`src/rtl/deq_pkg.sv`:
```
`default_nettype none
package deq_pkg;

    // Word width of a stored element and default queue depth.
    localparam int WORD_W    = 32;
    localparam int DEPTH_DEF = 16;
    localparam int COUNT_W   = 5;

    // Request codes.
    localparam logic [1:0] REQ_PUSH_FRONT = 2'd0;
    localparam logic [1:0] REQ_PUSH_BACK  = 2'd1;
    localparam logic [1:0] REQ_POP_FRONT  = 2'd2;
    localparam logic [1:0] REQ_POP_BACK   = 2'd3;

    // Status codes.
    localparam logic [1:0] STAT_DONE  = 2'd0;
    localparam logic [1:0] STAT_EMPTY = 2'd1;
    localparam logic [1:0] STAT_FULL  = 2'd2;

    typedef struct packed {
        logic [1:0]               req_type;
        logic signed [WORD_W-1:0] push_value;
    } t_req;

    typedef struct packed {
        logic signed [WORD_W-1:0] pop_value;
        logic [1:0]               status;
        logic [COUNT_W-1:0]       count;
    } t_res;

    // Shift command broadcast to every cell of the chain.
    typedef struct packed {
        logic       en;
        logic [1:0] op;
    } t_cell_ctl;

endpackage
`default_nettype wire

```
`src/rtl/deq_cell.sv`:
```
`default_nettype none
module deq_cell (
    input  wire logic                           i_clk,
    input  wire logic                           i_rst_n,
    input  wire deq_pkg::t_cell_ctl             i_ctl,
    input  wire logic signed [deq_pkg::WORD_W-1:0] i_word,
    input  wire logic signed [deq_pkg::WORD_W-1:0] i_left_data,
    input  wire logic                           i_left_valid,
    input  wire logic signed [deq_pkg::WORD_W-1:0] i_right_data,
    input  wire logic                           i_right_valid,
    output logic signed [deq_pkg::WORD_W-1:0]   o_data,
    output logic                                o_valid,
    output logic signed [deq_pkg::WORD_W-1:0]   o_tail_tap
);

    logic signed [deq_pkg::WORD_W-1:0] r_data, n_data;
    logic                              r_valid, n_valid;
    logic                              tail;

    // This cell holds the back element when it is occupied and its right neighbour is not.
    assign tail = r_valid && !i_right_valid;

    // Next contents: shift right, fill the first free cell, shift left or drop the tail.
    always_comb begin
        n_data  = r_data;
        n_valid = r_valid;
        if (i_ctl.en) begin
            unique case (i_ctl.op)
                deq_pkg::REQ_PUSH_FRONT: begin
                    n_data  = i_left_data;
                    n_valid = i_left_valid;
                end
                deq_pkg::REQ_PUSH_BACK: begin
                    if (!r_valid && i_left_valid) begin
                        n_data  = i_word;
                        n_valid = 1'b1;
                    end
                end
                deq_pkg::REQ_POP_FRONT: begin
                    n_data  = i_right_data;
                    n_valid = i_right_valid;
                end
                deq_pkg::REQ_POP_BACK: begin
                    if (tail) begin
                        n_valid = 1'b0;
                    end
                end
                default: begin
                    n_valid = r_valid;
                end
            endcase
        end
    end

    // Occupancy flag is control state; the word itself needs no reset.
    always_ff @(posedge i_clk) begin
        if (!i_rst_n) begin
            r_valid <= 1'b0;
        end else begin
            r_valid <= n_valid;
        end
    end

    always_ff @(posedge i_clk) begin
        r_data <= n_data;
    end

    assign o_data     = r_data;
    assign o_valid    = r_valid;
    assign o_tail_tap = tail ? r_data : '0;

endmodule
`default_nettype wire

```
`src/rtl/double_ended_queue.sv`:
```
`default_nettype none
// Result: the result strobe rises in the cycle after a request is accepted.
// Throughput: one request per cycle; busy stays low, and every request finishes in one
// shift of the cell chain, with the back word read through an OR tree over the cells.
// Reset: synchronous, active low; the queue is empty afterwards and no result is pending.
// The receiver cannot stall: each result is shown for exactly one cycle.
module double_ended_queue #(
    parameter int DEPTH = deq_pkg::DEPTH_DEF
) (
    input  wire logic          i_clk,
    input  wire logic          i_rst_n,
    input  wire logic          start,
    output logic               busy,
    input  wire deq_pkg::t_req i_req,
    output logic               o_valid,
    output deq_pkg::t_res      o_res
);

    localparam int CNT_W = $clog2(DEPTH + 1);

    logic [CNT_W-1:0]  r_count, n_count;
    logic              r_valid;
    deq_pkg::t_res     r_res, n_res;
    deq_pkg::t_cell_ctl ctl;
    logic              accept, full, empty;
    logic [31:0]       count_ext;

    logic signed [deq_pkg::WORD_W-1:0] cell_data [DEPTH];
    logic                              cell_valid [DEPTH];
    logic signed [deq_pkg::WORD_W-1:0] cell_tap [DEPTH];
    logic signed [deq_pkg::WORD_W-1:0] back_word;

    assign busy   = 1'b0;
    assign accept = start && !busy;
    assign full   = (r_count == CNT_W'(DEPTH));
    assign empty  = (r_count == '0);

    // Decode the request into a chain command and the next element count.
    always_comb begin
        ctl.en  = 1'b0;
        ctl.op  = i_req.req_type;
        n_count = r_count;
        n_res.pop_value = '0;
        n_res.status    = deq_pkg::STAT_DONE;
        unique case (i_req.req_type)
            deq_pkg::REQ_PUSH_FRONT, deq_pkg::REQ_PUSH_BACK: begin
                if (full) begin
                    n_res.status = deq_pkg::STAT_FULL;
                end else begin
                    ctl.en  = accept;
                    n_count = r_count + 1'b1;
                end
            end
            deq_pkg::REQ_POP_FRONT: begin
                if (empty) begin
                    n_res.status = deq_pkg::STAT_EMPTY;
                end else begin
                    ctl.en          = accept;
                    n_count         = r_count - 1'b1;
                    n_res.pop_value = cell_data[0];
                end
            end
            deq_pkg::REQ_POP_BACK: begin
                if (empty) begin
                    n_res.status = deq_pkg::STAT_EMPTY;
                end else begin
                    ctl.en          = accept;
                    n_count         = r_count - 1'b1;
                    n_res.pop_value = back_word;
                end
            end
            default: begin
                ctl.en = 1'b0;
            end
        endcase
        count_ext   = 32'(n_count);
        n_res.count = count_ext[deq_pkg::COUNT_W-1:0];
    end

    // Row of cells: the front element sits in cell 0, the back one in the last occupied cell.
    for (genvar g = 0; g < DEPTH; g++) begin : g_cell
        logic signed [deq_pkg::WORD_W-1:0] left_data, right_data;
        logic                              left_valid, right_valid;

        if (g == 0) begin : g_head
            assign left_data  = i_req.push_value;
            assign left_valid = 1'b1;
        end else begin : g_inner
            assign left_data  = cell_data[g-1];
            assign left_valid = cell_valid[g-1];
        end

        if (g == DEPTH - 1) begin : g_end
            assign right_data  = '0;
            assign right_valid = 1'b0;
        end else begin : g_mid
            assign right_data  = cell_data[g+1];
            assign right_valid = cell_valid[g+1];
        end

        deq_cell u_cell (
            .i_clk         (i_clk),
            .i_rst_n       (i_rst_n),
            .i_ctl         (ctl),
            .i_word        (i_req.push_value),
            .i_left_data   (left_data),
            .i_left_valid  (left_valid),
            .i_right_data  (right_data),
            .i_right_valid (right_valid),
            .o_data        (cell_data[g]),
            .o_valid       (cell_valid[g]),
            .o_tail_tap    (cell_tap[g])
        );
    end

    // Only the tail cell drives a non-zero tap, so an OR gathers the back word.
    always_comb begin
        back_word = '0;
        for (int k = 0; k < DEPTH; k++) begin
            back_word = back_word | cell_tap[k];
        end
    end

    // Count and result strobe.
    always_ff @(posedge i_clk) begin
        if (!i_rst_n) begin
            r_count <= '0;
            r_valid <= 1'b0;
        end else begin
            r_valid <= accept;
            if (accept) begin
                r_count <= n_count;
            end
        end
    end

    // Result item register.
    always_ff @(posedge i_clk) begin
        if (accept) begin
            r_res <= n_res;
        end
    end

    assign o_valid = r_valid;
    assign o_res   = r_res;

endmodule
`default_nettype wire
```
`config.mk`:
```
export PLATFORM = sky130hd
export DESIGN_NAME = double_ended_queue
export DESIGN_NICKNAME = d
export VERILOG_FILES = /design/src/rtl/deq_pkg.sv /design/src/rtl/deq_cell.sv /design/src/rtl/double_ended_queue.sv
export SDC_FILE = /design/constraint.sdc
export NUM_CORES = 1
export LEC_CHECK = 0
export BUFFER_PORTS_ARGS = -buffer_cell sky130_fd_sc_hd__buf_4
export CAP_MARGIN = 20
export CORE_ASPECT_RATIO = 1.4
export CORE_UTILIZATION = 25
export CTS_CLUSTER_DIAMETER = 30
export DETAILED_ROUTE_END_ITERATION = 8
export GPL_TIMING_DRIVEN = 1
export SYNTH_ARGS = -nofsm -noshare
export SYNTH_HDL_FRONTEND = slang
export SYNTH_SLANG_ARGS = --single-unit
```
`constraint.sdc`:
```
create_clock -name i_clk -period 11.2 [get_ports i_clk]
set_input_delay 1.12 -clock i_clk [delete_from_list [all_inputs] [get_ports i_clk]]
set_output_delay 1.12 -clock i_clk [all_outputs]
set_load 0.01 [all_outputs]
```
=== Word-level counts from Yosys, hierarchy flattened ===
Cells that the tools add are included.

* Flip-flop bits (word level): 573
* Output and inout port bits: 41
* Word-level logic and storage cells: 262

* $add $sub $neg: 2
* Eq/ne operators: 35
* Mux-type cells: 106
* Bitwise gates (word level): 15
* Reductions and logical operators: 67

{| class="wikitable"
|+ Operators with widths
! operator !! count
|-
| one-hot mux 32 bit (3 select lines) || 16
|-
| two-way mux 32 bit || 34
|-
| OR 32 bit || 15
|-
| AND reduction 3 bit || 30
|-
| one-hot mux 32 bit (2 select lines) || 1
|-
| != test 2 x 1 -> 1 bit, second input constant || 30
|-
| one-hot mux 1 bit (4 select lines) || 14
|-
| two-way mux 1 bit || 33
|-
| logical AND 1 bit || 15
|-
| zero test 1 bit || 15
|-
| two-way mux 5 bit || 2
|-
| one-hot mux 5 bit (2 select lines) || 1
|-
| one-hot mux 1 bit (3 select lines) || 2
|-
| adder 5 x 1 -> 5 bit, second input constant || 1
|-
| equality test 5 bit, second input constant || 1
|-
| zero test 5 bit || 1
|-
| subtractor 5 x 1 -> 5 bit, second input constant || 1
|-
| equality test 2 bit, second input constant || 2
|-
| one-hot mux 2 bit (2 select lines) || 1
|-
| AND reduction 2 bit || 2
|-
| OR reduction 2 bit || 2
|-
| nonzero test 3 bit || 1
|-
| equality test 2 x 1 -> 1 bit, second input constant || 1
|-
| zero test 2 bit || 1
|-
| other kinds (3) || 3
|}

=== Longest topological paths before layout ===
Gate-level depths: netlist (run 1).

* Word-level depth: 20
* Gate-level depth with buffers: 9

=== Hierarchy ===
Synthesis (run 1) repeated with hierarchy kept, for this count alone.

* Cell total of the unflattened synthesis: 3495
* Area, all modules: 34349.2 µm²

{| class="wikitable"
|+ Modules (own cells, without submodules)
! module !! instances !! cells an instance !! area an instance (µm²)
|-
| deq_cell at g_cell[14].u_cell ... || 11 || 198 || 1950.6
|-
| deq_cell at g_cell[0].u_cell ... || 5 || 198 || 1951.9
|-
| double_ended_queue || 1 || 327 || 3133.0
|}

=== Least setup slack after synthesis (run 1) ===
Ideal clock, no wire load.

* Path kind: input-to-reg
* Start point: input i_req[32] (netlist name)
* End point: register g_cell[0].u_cell.r_data (netlist bit g_cell[0].u_cell.o_data[0]) (enable)
* Setup time: 0.432 ns
* Arrival time: 3.855 ns
* Required time: 10.768 ns
* Path slack: 6.914 ns
* Stages on the path: 7
* Cells stage by stage: inv_1 -> ha_1 -> buf_2 -> xor2_1 -> a211o_1 -> buf_2 -> a21oi_1

* Cells in the longest elaborated chain, start to end: 4

{| class="wikitable"
|+ Ends and longest elaborated chain
! what !! RTL line !! RTL
|-
| start, declared || double_ended_queue.sv:14 || <nowiki>input wire deq_pkg::t_req i_req,</nowiki>
|-
| equality test 2 bit (tied with other cells) || deq_cell.sv:28, double_ended_queue.sv:45 ||
|-
| OR reduction 2 bit (no line) || n/a ||
|-
| one-hot mux 1 bit (2 select lines) || double_ended_queue.sv:45 || <nowiki>unique case (i_req.req_type)</nowiki>
|-
| AND reduction 3 bit (no line) (*) || n/a ||
|-
| end signal, assigned || deq_cell.sv:65 || <nowiki>r_data <= n_data;</nowiki>
|-
| end, declared || deq_cell.sv:16 || <nowiki>logic signed [deq_pkg::WORD_W-1:0] r_data, n_data;</nowiki>
|}

Mark *: on every way between the ends. The rest lies on a longest branch, timed or not.
A chain may end at the register's enable or synchronous reset.

=== Worst setup path after layout (run 1) ===
* Start point: input i_req[32] (netlist name)
* End point: register g_cell[2].u_cell.r_data (netlist bit g_cell[2].u_cell.o_data[19]), data pin

* Cells in the longest elaborated chain, start to end: 2

{| class="wikitable"
|+ Ends and longest elaborated chain
! what !! RTL line !! RTL
|-
| equality test 2 bit (tied with other cells) || deq_cell.sv:28 || <nowiki>unique case (i_ctl.op)</nowiki>
|-
| one-hot mux 32 bit (3 select lines) (*) || deq_cell.sv:28 ||
|-
| end signal, assigned || deq_cell.sv:65 ||
|-
| end, declared || deq_cell.sv:16 ||
|}

Marked as above.

==> summary.md, run 1 <==
| Metric | Value |
|---|---|
| Static Leak | 13.3 nW |
| Clock Path Buffers | 3 |
| Yosys Warn Count | 0 |
| CP endpoint kind | flip-flop |
| Most used cell, CP | buf_4 |
| CP max stage delay | 0.72 ns |
| Top cell type's share of synthesized area | 55.0% |
| Commonest cells in the netlist | 551 x edfxtp_1, 521 x nand2_1, 519 x a21oi_1 |
| Number of flops mapped to enable cells by yosys | 551 |
| Startpoint types | primary input |
| Routed WL | 107 mm |
| First-pass GRT wire length | 157 mm |
| Setup Fix Bufs, Post-CTS | 0 |
| Worst-path clk slew | 0.05 ns |
| TNS Setup | 0 ns |
| TritonCTS clock tree | done |
| Ys flop type | edfxtp_1 |
| Max FO, Critical Path | 199 |
| Area growth syn-to-layout | 19.1% |
| Syn_nets | 3053 |
| Hold WS | 0.565 ns |
| Peak supply drop | 0.000119 V |
| Final period util | 37.6% |
| Reg-to-reg critical path startpoint | r_count[0] |
| GRT Util Overall | 17.2% |
| CP cell instances | buf_4 > inv_1 > ha_4 > and2_4 > buf_4 > buf_12 > a21oi_1 > nand2_1 |
| Critical path class | in -> reg |
| Status | finished clean |
| # IOs | 78 |
| Register Area | 17000 sq um |
| # Max-Cap Violations | 0 |
| Share of synthesized registers carrying an async set or reset | 0% |
| Worst slew margin | 21.3% |
| Synthesized cell area | 30100 sq um |
| RSZ-0062 raised after global routing | no |
| Routed Antenna Nets | 0 |
| Die area | 122000 sq um |
| Seq cells post-synth | 573 |
| Skew final | 0.0575 ns |
| TritonRoute pass-1 iters | 6 |
| Multi-input gate area | 12200 sq um |
| Wire per inst | 22.9 microns |
| Pins Over Slew Limit | 0 |
| Initial Util | 25.2% |
| Finish-stage setup viols | 0 |
| Hpwl dp | 60.1 mm |
| # H-tree levels | 3 |
| Fin cells | 4681 |
| Filler cell count | 12393 |
| GPL Wtd Cong | 0.816 |
| Initial DRC Count | 3025 |
| Tot Pwr | 0.00678 W |
| Area leader, netlist | edfxtp_1 |
| Post-synth cell types | 57 |
| Die Wd | 295 microns |
| CTS root buf | clkbuf_16 |
| CP required | 11.73 ns |
| Endpoints failing hold | 0 |
| Antenna violations before repair | 9 |
| Insertion delay to the later sink of the worst-skew pair | 0.69 ns |
| # clock sinks | 573 |
| Hold path start | g_cell[14].u_cell.o_data[24] |
| Worst EP arrival | 4.74 ns |
| Worst Hold Class | reg -> reg |
| Vias in the first global route | 23626 |
| Worst-Margin Slew | 1.18 ns |
| Post-CTS Hold Fix Bufs | 0 |
| Minimum clock period | 4.21 ns |
| Syn Area/Cell | 10.0 sq um |
| Largest net degree at the start of global routing | 204 |
| CP startpoint | i_req[32] |
| Via density | 5.23 |
| DRC Markers | 0 |
| Final Net Count | 3040 |
| Layout cell share with drive strength beyond 1 | 12.8% |
| FMAX | 237 MHz |
| CP max stage cell | ha_4 |
| Most numerous cell in the Yosys netlist | edfxtp_1 |
| Cts repair resizes | 0 |
| Grt ovf | 0 |
| Gate Count Post-Synth | 3010 |
| Port buffer count | 76 |
| DR vias | 24470 |
| Die height | 413 microns |
| Synth top area cells | edfxtp_1 55%, a21oi_1 8.6%, nor2b_1 7.3%, nand2_1 6.5%, a22oi_1 5.1% |
| Post-synthesis sequential area ratio | 56.4% |
| DP Cell Count | 4483 |
| Core Footprint | 119000 sq um |
| TritonCTS Buffers | 101 |
| Row cnt | 150 |
| Pwr dens | 189 nW/um^2 |
cell type report:
cell class,instances,area share (%)
Sequential cell,573,47.4
Multi-Input combinational cell,2156,34.1
Clock buffer,112,7.25
Tap cell,1596,5.57
Timing Repair Buffer,133,2.89
Clock inverter,77,2.46
Inverter,32,0.335
Antenna cell,2,0.0140
cells by family after synthesis:
family / Yosys count / share of synthesized area [%]
multiplexers: 32 / 1.20
AO/OA/AOI/OAI: 888 / 17.8
flip-flops: 573 / 56.4
AND/OR/NAND/NOR: 1226 / 20.1
buffers and inverters: 281 / 4.12
XOR/XNOR: 3 / 0.0873
adder cells (fa/ha/maj): 6 / 0.249
other: 1 / 0.0125
cell usage in the layout, fill, tap and decap left out, drive strengths merged, types with 22 or more instances in the layout:
cell | netlist | final
edfxtp | 551 | 551
o21ai | 58 | 58
nand2 | 521 | 521
nor2 | 165 | 165
clkbuf | 97 | 112
nand4 | 39 | 39
nor2b | 353 | 353
o31a | 22 | 22
dfxtp | 22 | 22
inv | 32 | 55
a22oi | 203 | 203
nand3 | 51 | 51
mux2 | 32 | 32
a21oi | 519 | 519
and3b | 31 | 31
nand2b | 28 | 28
clkinv | 0 | 32
buf | 152 | 133
flip-flops by register name (all words and copies together), names as in the netlist:
signal / count
g_cell.u_cell.o_data: 512
g_cell.u_cell.o_valid: 16
o_res: 39
o_valid: 1
r_count: 5
final timing paths:
path	depth (start not counted)	to	slack, ns
worst min-delay path	2	g_cell[13].u_cell.o_data[24]	0.57
worst max-delay path	8	g_cell[2].u_cell.o_data[19]	6.99
worst max register to register	7	g_cell[14].u_cell.o_data[18]	7.76
worst min register to register	2	g_cell[13].u_cell.o_data[24]	0.57
worst max-delay path, delay by kind of cell:
family | cells | cell delay, ns
adders and majority gates | 1 | 0.72
AOI/OAI and AO/OA | 1 | 0.18
buffers and inverters | 4 | 1.66
and+or+nand+nor | 2 | 0.79
power breakdown:
group | leakage (nW) | total (W) | internal [W] | switching [W]
Combinational | 6.13 | 0.000859 | 0.000283 | 0.000576
Sequential | 5.46 | 0.00276 | 0.00262 | 0.000146
Clock | 1.66 | 0.00315 | 0.00193 | 0.00123
routing by layer:
layer  global-route usage (%)  up-vias  routed length (microns)
li1                         -    10886                        -
met1                     21.5    12003                    41000
met2                     28.7     1294                    51300
met3                     3.14      275                     9730
met4                     7.68       12                     4950
met5                        0        -                       68
stage by stage:
stage	worst slack, ns	cell area (sq um)	util, %
3_3_place_gp	6.41	32300	27.1
2_1_floorplan	6.91	30100	-
6_report	6.99	35800	30.0
3_5_place_dp	6.39	32300	27.1
4_1_cts	7.10	35800	30.0
5_1_grt	6.85	35800	30.0
Power figures use the tool's default switching activity.
==> inputs of run 2 (changes only) <==
clock period = 4.3 ns   (was 11.2 ns; I/O delays follow)
==> run 2 against run 1 <==
Against the previous run: highest routed layer unchanged; clock power rose to 2.5 times the previous value; sequential power rose to 2.6 times the previous value; worst setup slack worse by 6.2 ns; routed wire length up 1.1%; critical endpoint is now g_cell[1].u_cell.o_data[12]; utilization about the same; combinational power rose to 2.6 times the previous value; register-to-register slack worse by 6.9 ns; count of clock-buffer cells in the layout up 1.
==> summary.md, run 2 (same netlist as run 1, synthesis figures left out) <==
| Metric | Value |
|---|---|
| Fin cells | 4685 (+0.085%) |
| Setup Fix Bufs, Post-CTS | 0 (unchanged) |
| Die area | 122000 sq um (unchanged) |
| Worst slew margin | 25.5% (+4.2 points) |
| CP required | 4.58 ns (-7.15 ns) |
| Row cnt | 150 (unchanged) |
| Sequential share of power | 41.5% (+0.7 points) |
| CTS root buf | clkbuf_16 |
| Status | finished clean |
| Switch Pwr | 0.00493 W (+150%) |
| TNS Setup | 0 ns (unchanged) |
| Critical path class | reg -> reg |
| Clock Power Share | 45.6% (-1.0 points) |
| CP max stage delay | 0.60 ns (-0.12 ns) |
| GPL Wtd Cong | 0.836 (+2.5%) |
| CP max stage cell | a211o_1 |
| First-pass GRT wire length | 159 mm (+1.5%) |
| Port buffer count | 76 (unchanged) |
| TritonRoute pass-1 iters | 7 (+1) |
| CP cell instances | inv_1 > ha_1 > nor3b_4 > a211o_1 > buf_4 > nor2_4 > buf_4 |
| Worst EP arrival | 3.77 ns (-0.97 ns) |
| Initial Util | 25.2% (unchanged) |
| Endpoints failing hold | 0 (unchanged) |
| Core Footprint | 119000 sq um (unchanged) |
| Skew final | 0.0310 ns (-0.0265 ns) |
| Hpwl dp | 64.1 mm (+6.6%) |
| DP Cell Count | 4496 (+0.29%) |
| Largest net degree at the start of global routing | 162 (-21%) |
| Most common cell after layout, fill and taps aside | edfxtp_1 |
| TritonCTS Buffers | 98 (-3.0%) |
| Startpoint types | flip-flop |
| CP endpoint kind | flip-flop |
| Die Wd | 295 microns (unchanged) |
| Net Sw Frac | 28.3% (-0.41 points) |
| Antenna violations before repair | 1 (-8) |
| Minimum clock period | 3.49 ns |
| Layout cell share with drive strength beyond 1 | 12.8% (about the same) |
| Most used cell, CP | buf_4 |
| Area growth syn-to-layout | 19.2% (about the same) |
| Pre-CTS setup slack | 0.786 ns (-5.61 ns) |
| CP startpoint | r_count[0] |
| Int Pwr | 0.0125 W (+160%) |
| Post-CTS Hold Fix Bufs | 0 (unchanged) |
| Routed WL | 108 mm (+1.1%) |
| Insertion delay to the later sink of the worst-skew pair | 0.67 ns (-0.02 ns) |
| Core Util, Final | 30.0% (about the same) |
| # clock sinks | 573 (unchanged) |
| Worst-path clk slew | 0.06 ns (about the same) |
| RSZ-0062 raised after global routing | no |
| FMAX | 287 MHz |
| Clock Path Buffers | 3 (unchanged) |
| Crit path max-delay family | buffers and inverters |
| Vias in the first global route | 23905 (+1.2%) |
| PnR worst setup slack | 0.810 ns (-6.18 ns) |
| Finish-stage setup viols | 0 (unchanged) |
| Initial DRC Count | 2760 (-8.8%) |
| Max FO, Critical Path | 19 (-90%) |
| Final period util | 81.2% |
| Wire per inst | 23.1 microns (+1.0%) |
| Pwr dens | 485 nW/um^2 (+160%) |
| R2R setup slack | 0.81 ns (-6.95 ns) |
| Max FFs per register | 512 (unchanged) |
| Die height | 413 microns (unchanged) |
| Worst Hold Class | in -> reg |
| Worst Path Buf+Inv | 3 (-1) |
| Pins Over Slew Limit | 0 (unchanged) |
| DRC Markers | 0 (unchanged) |
| # IOs | 78 (unchanged) |
| # Max-Cap Violations | 0 (unchanged) |
| GRT Util Overall | 17.5% (+0.30 points) |
| Static Leak | 13.3 nW (about the same) |
| Worst-Margin Slew | 1.11 ns (-0.0629 ns) |
| Logic pwr share | 12.9% (+0.2 points) |
| Antenna Cells | 0 (-2) |
| DR vias | 24534 (+0.26%) |
| Peak supply drop | 0.000349 V (+190%) |
| Final Net Count | 3048 (+0.26%) |
| Hold path start | i_req[3] |
| Routed Antenna Nets | 0 (unchanged) |
| Leading cell types in the layout, fill and taps excluded | 551 x edfxtp_1, 521 x nand2_1, 504 x a21oi_1, 338 x nor2b_1, 203 x a22oi_1 |
| Cts repair resizes | 0 (unchanged) |
| # H-tree levels | 3 (unchanged) |
| Grt ovf | 0 (unchanged) |
| Via density | 5.24 (+0.18%) |
| Filler cell count | 12394 (+0.0081%) |
| TritonCTS clock tree | done |
| Reg-to-reg critical path startpoint | r_count[0] |
run 2: cell count changes in the layout (fill, tap and decap cells not counted), moves of 3 or more:
cell / change
clkinv_4: +3
buf_4: +3
clkinv_8: -3
clkbuf_1: +4
buf_12: +8
run 2: path summary, 6_finish.rpt:
check	cells past startpoint	endpoint
min	2	g_cell[0].u_cell.o_data[3]
min reg2reg	2	g_cell[13].u_cell.o_data[2]
max reg2reg	7	g_cell[1].u_cell.o_data[12]
max	7	g_cell[1].u_cell.o_data[12]
run 2: worst register-to-register path, delay by kind of cell, from the launching register on:
| family | cells | cell delay (ns) |
|---|---|---|
| buffers and inverters | 3 | 1.03 |
| and+or+nand+nor | 2 | 0.75 |
| AOI/OAI and AO/OA | 1 | 0.61 |
| DFF | 1 | 0.45 |
| adders and majority gates | 1 | 0.26 |
run 2: layout make-up:
| class | count | area, sq um | area share, % |
|---|---|---|---|
| sequential | 573 | 17000 | 47.4 |
| tap | 1596 | 2000 | 5.57 |
| timing repair buffer | 144 | 1220 | 3.40 |
| multi-input combinational | 2156 | 12200 | 34.1 |
| inverter | 32 | 120 | 0.335 |
| clock buffer | 113 | 2550 | 7.11 |
| clock inverter | 71 | 769 | 2.15 |
run 2: power by group through the flow:
stage / registers [W] / clock network [W] / logic [W]
2_1_floorplan: 0.00715 / 0 / 0.00143
3_3_place_gp: 0.00731 / 0 / 0.00218
3_5_place_dp: 0.00730 / 0 / 0.00222
4_1_cts: 0.00720 / 0.00802 / 0.00223
5_1_grt: 0.00726 / 0.00825 / 0.00243
6_report: 0.00721 / 0.00793 / 0.00224
run 2: through the flow:
stage          hold slack [ns]  total power (W)  instance area (sq um)
3_3_place_gp             0.547          0.00949                  32500
2_1_floorplan            0.529          0.00858                  30100
5_1_grt                 0.0675           0.0179                  35900
6_report                0.0770           0.0174                  35900
4_1_cts                 0.0315           0.0175                  35800
3_5_place_dp             0.549          0.00953                  32500
run 2: per-layer routing:
metal	share of wire, %	vias to the layer above	global-route usage, %
met4	5.5	2	9.58
met5	0.0083	-	0
met1	38	12104	20.8
li1	-	10907	-
met3	8.0	314	3.22
met2	49	1207	29.6
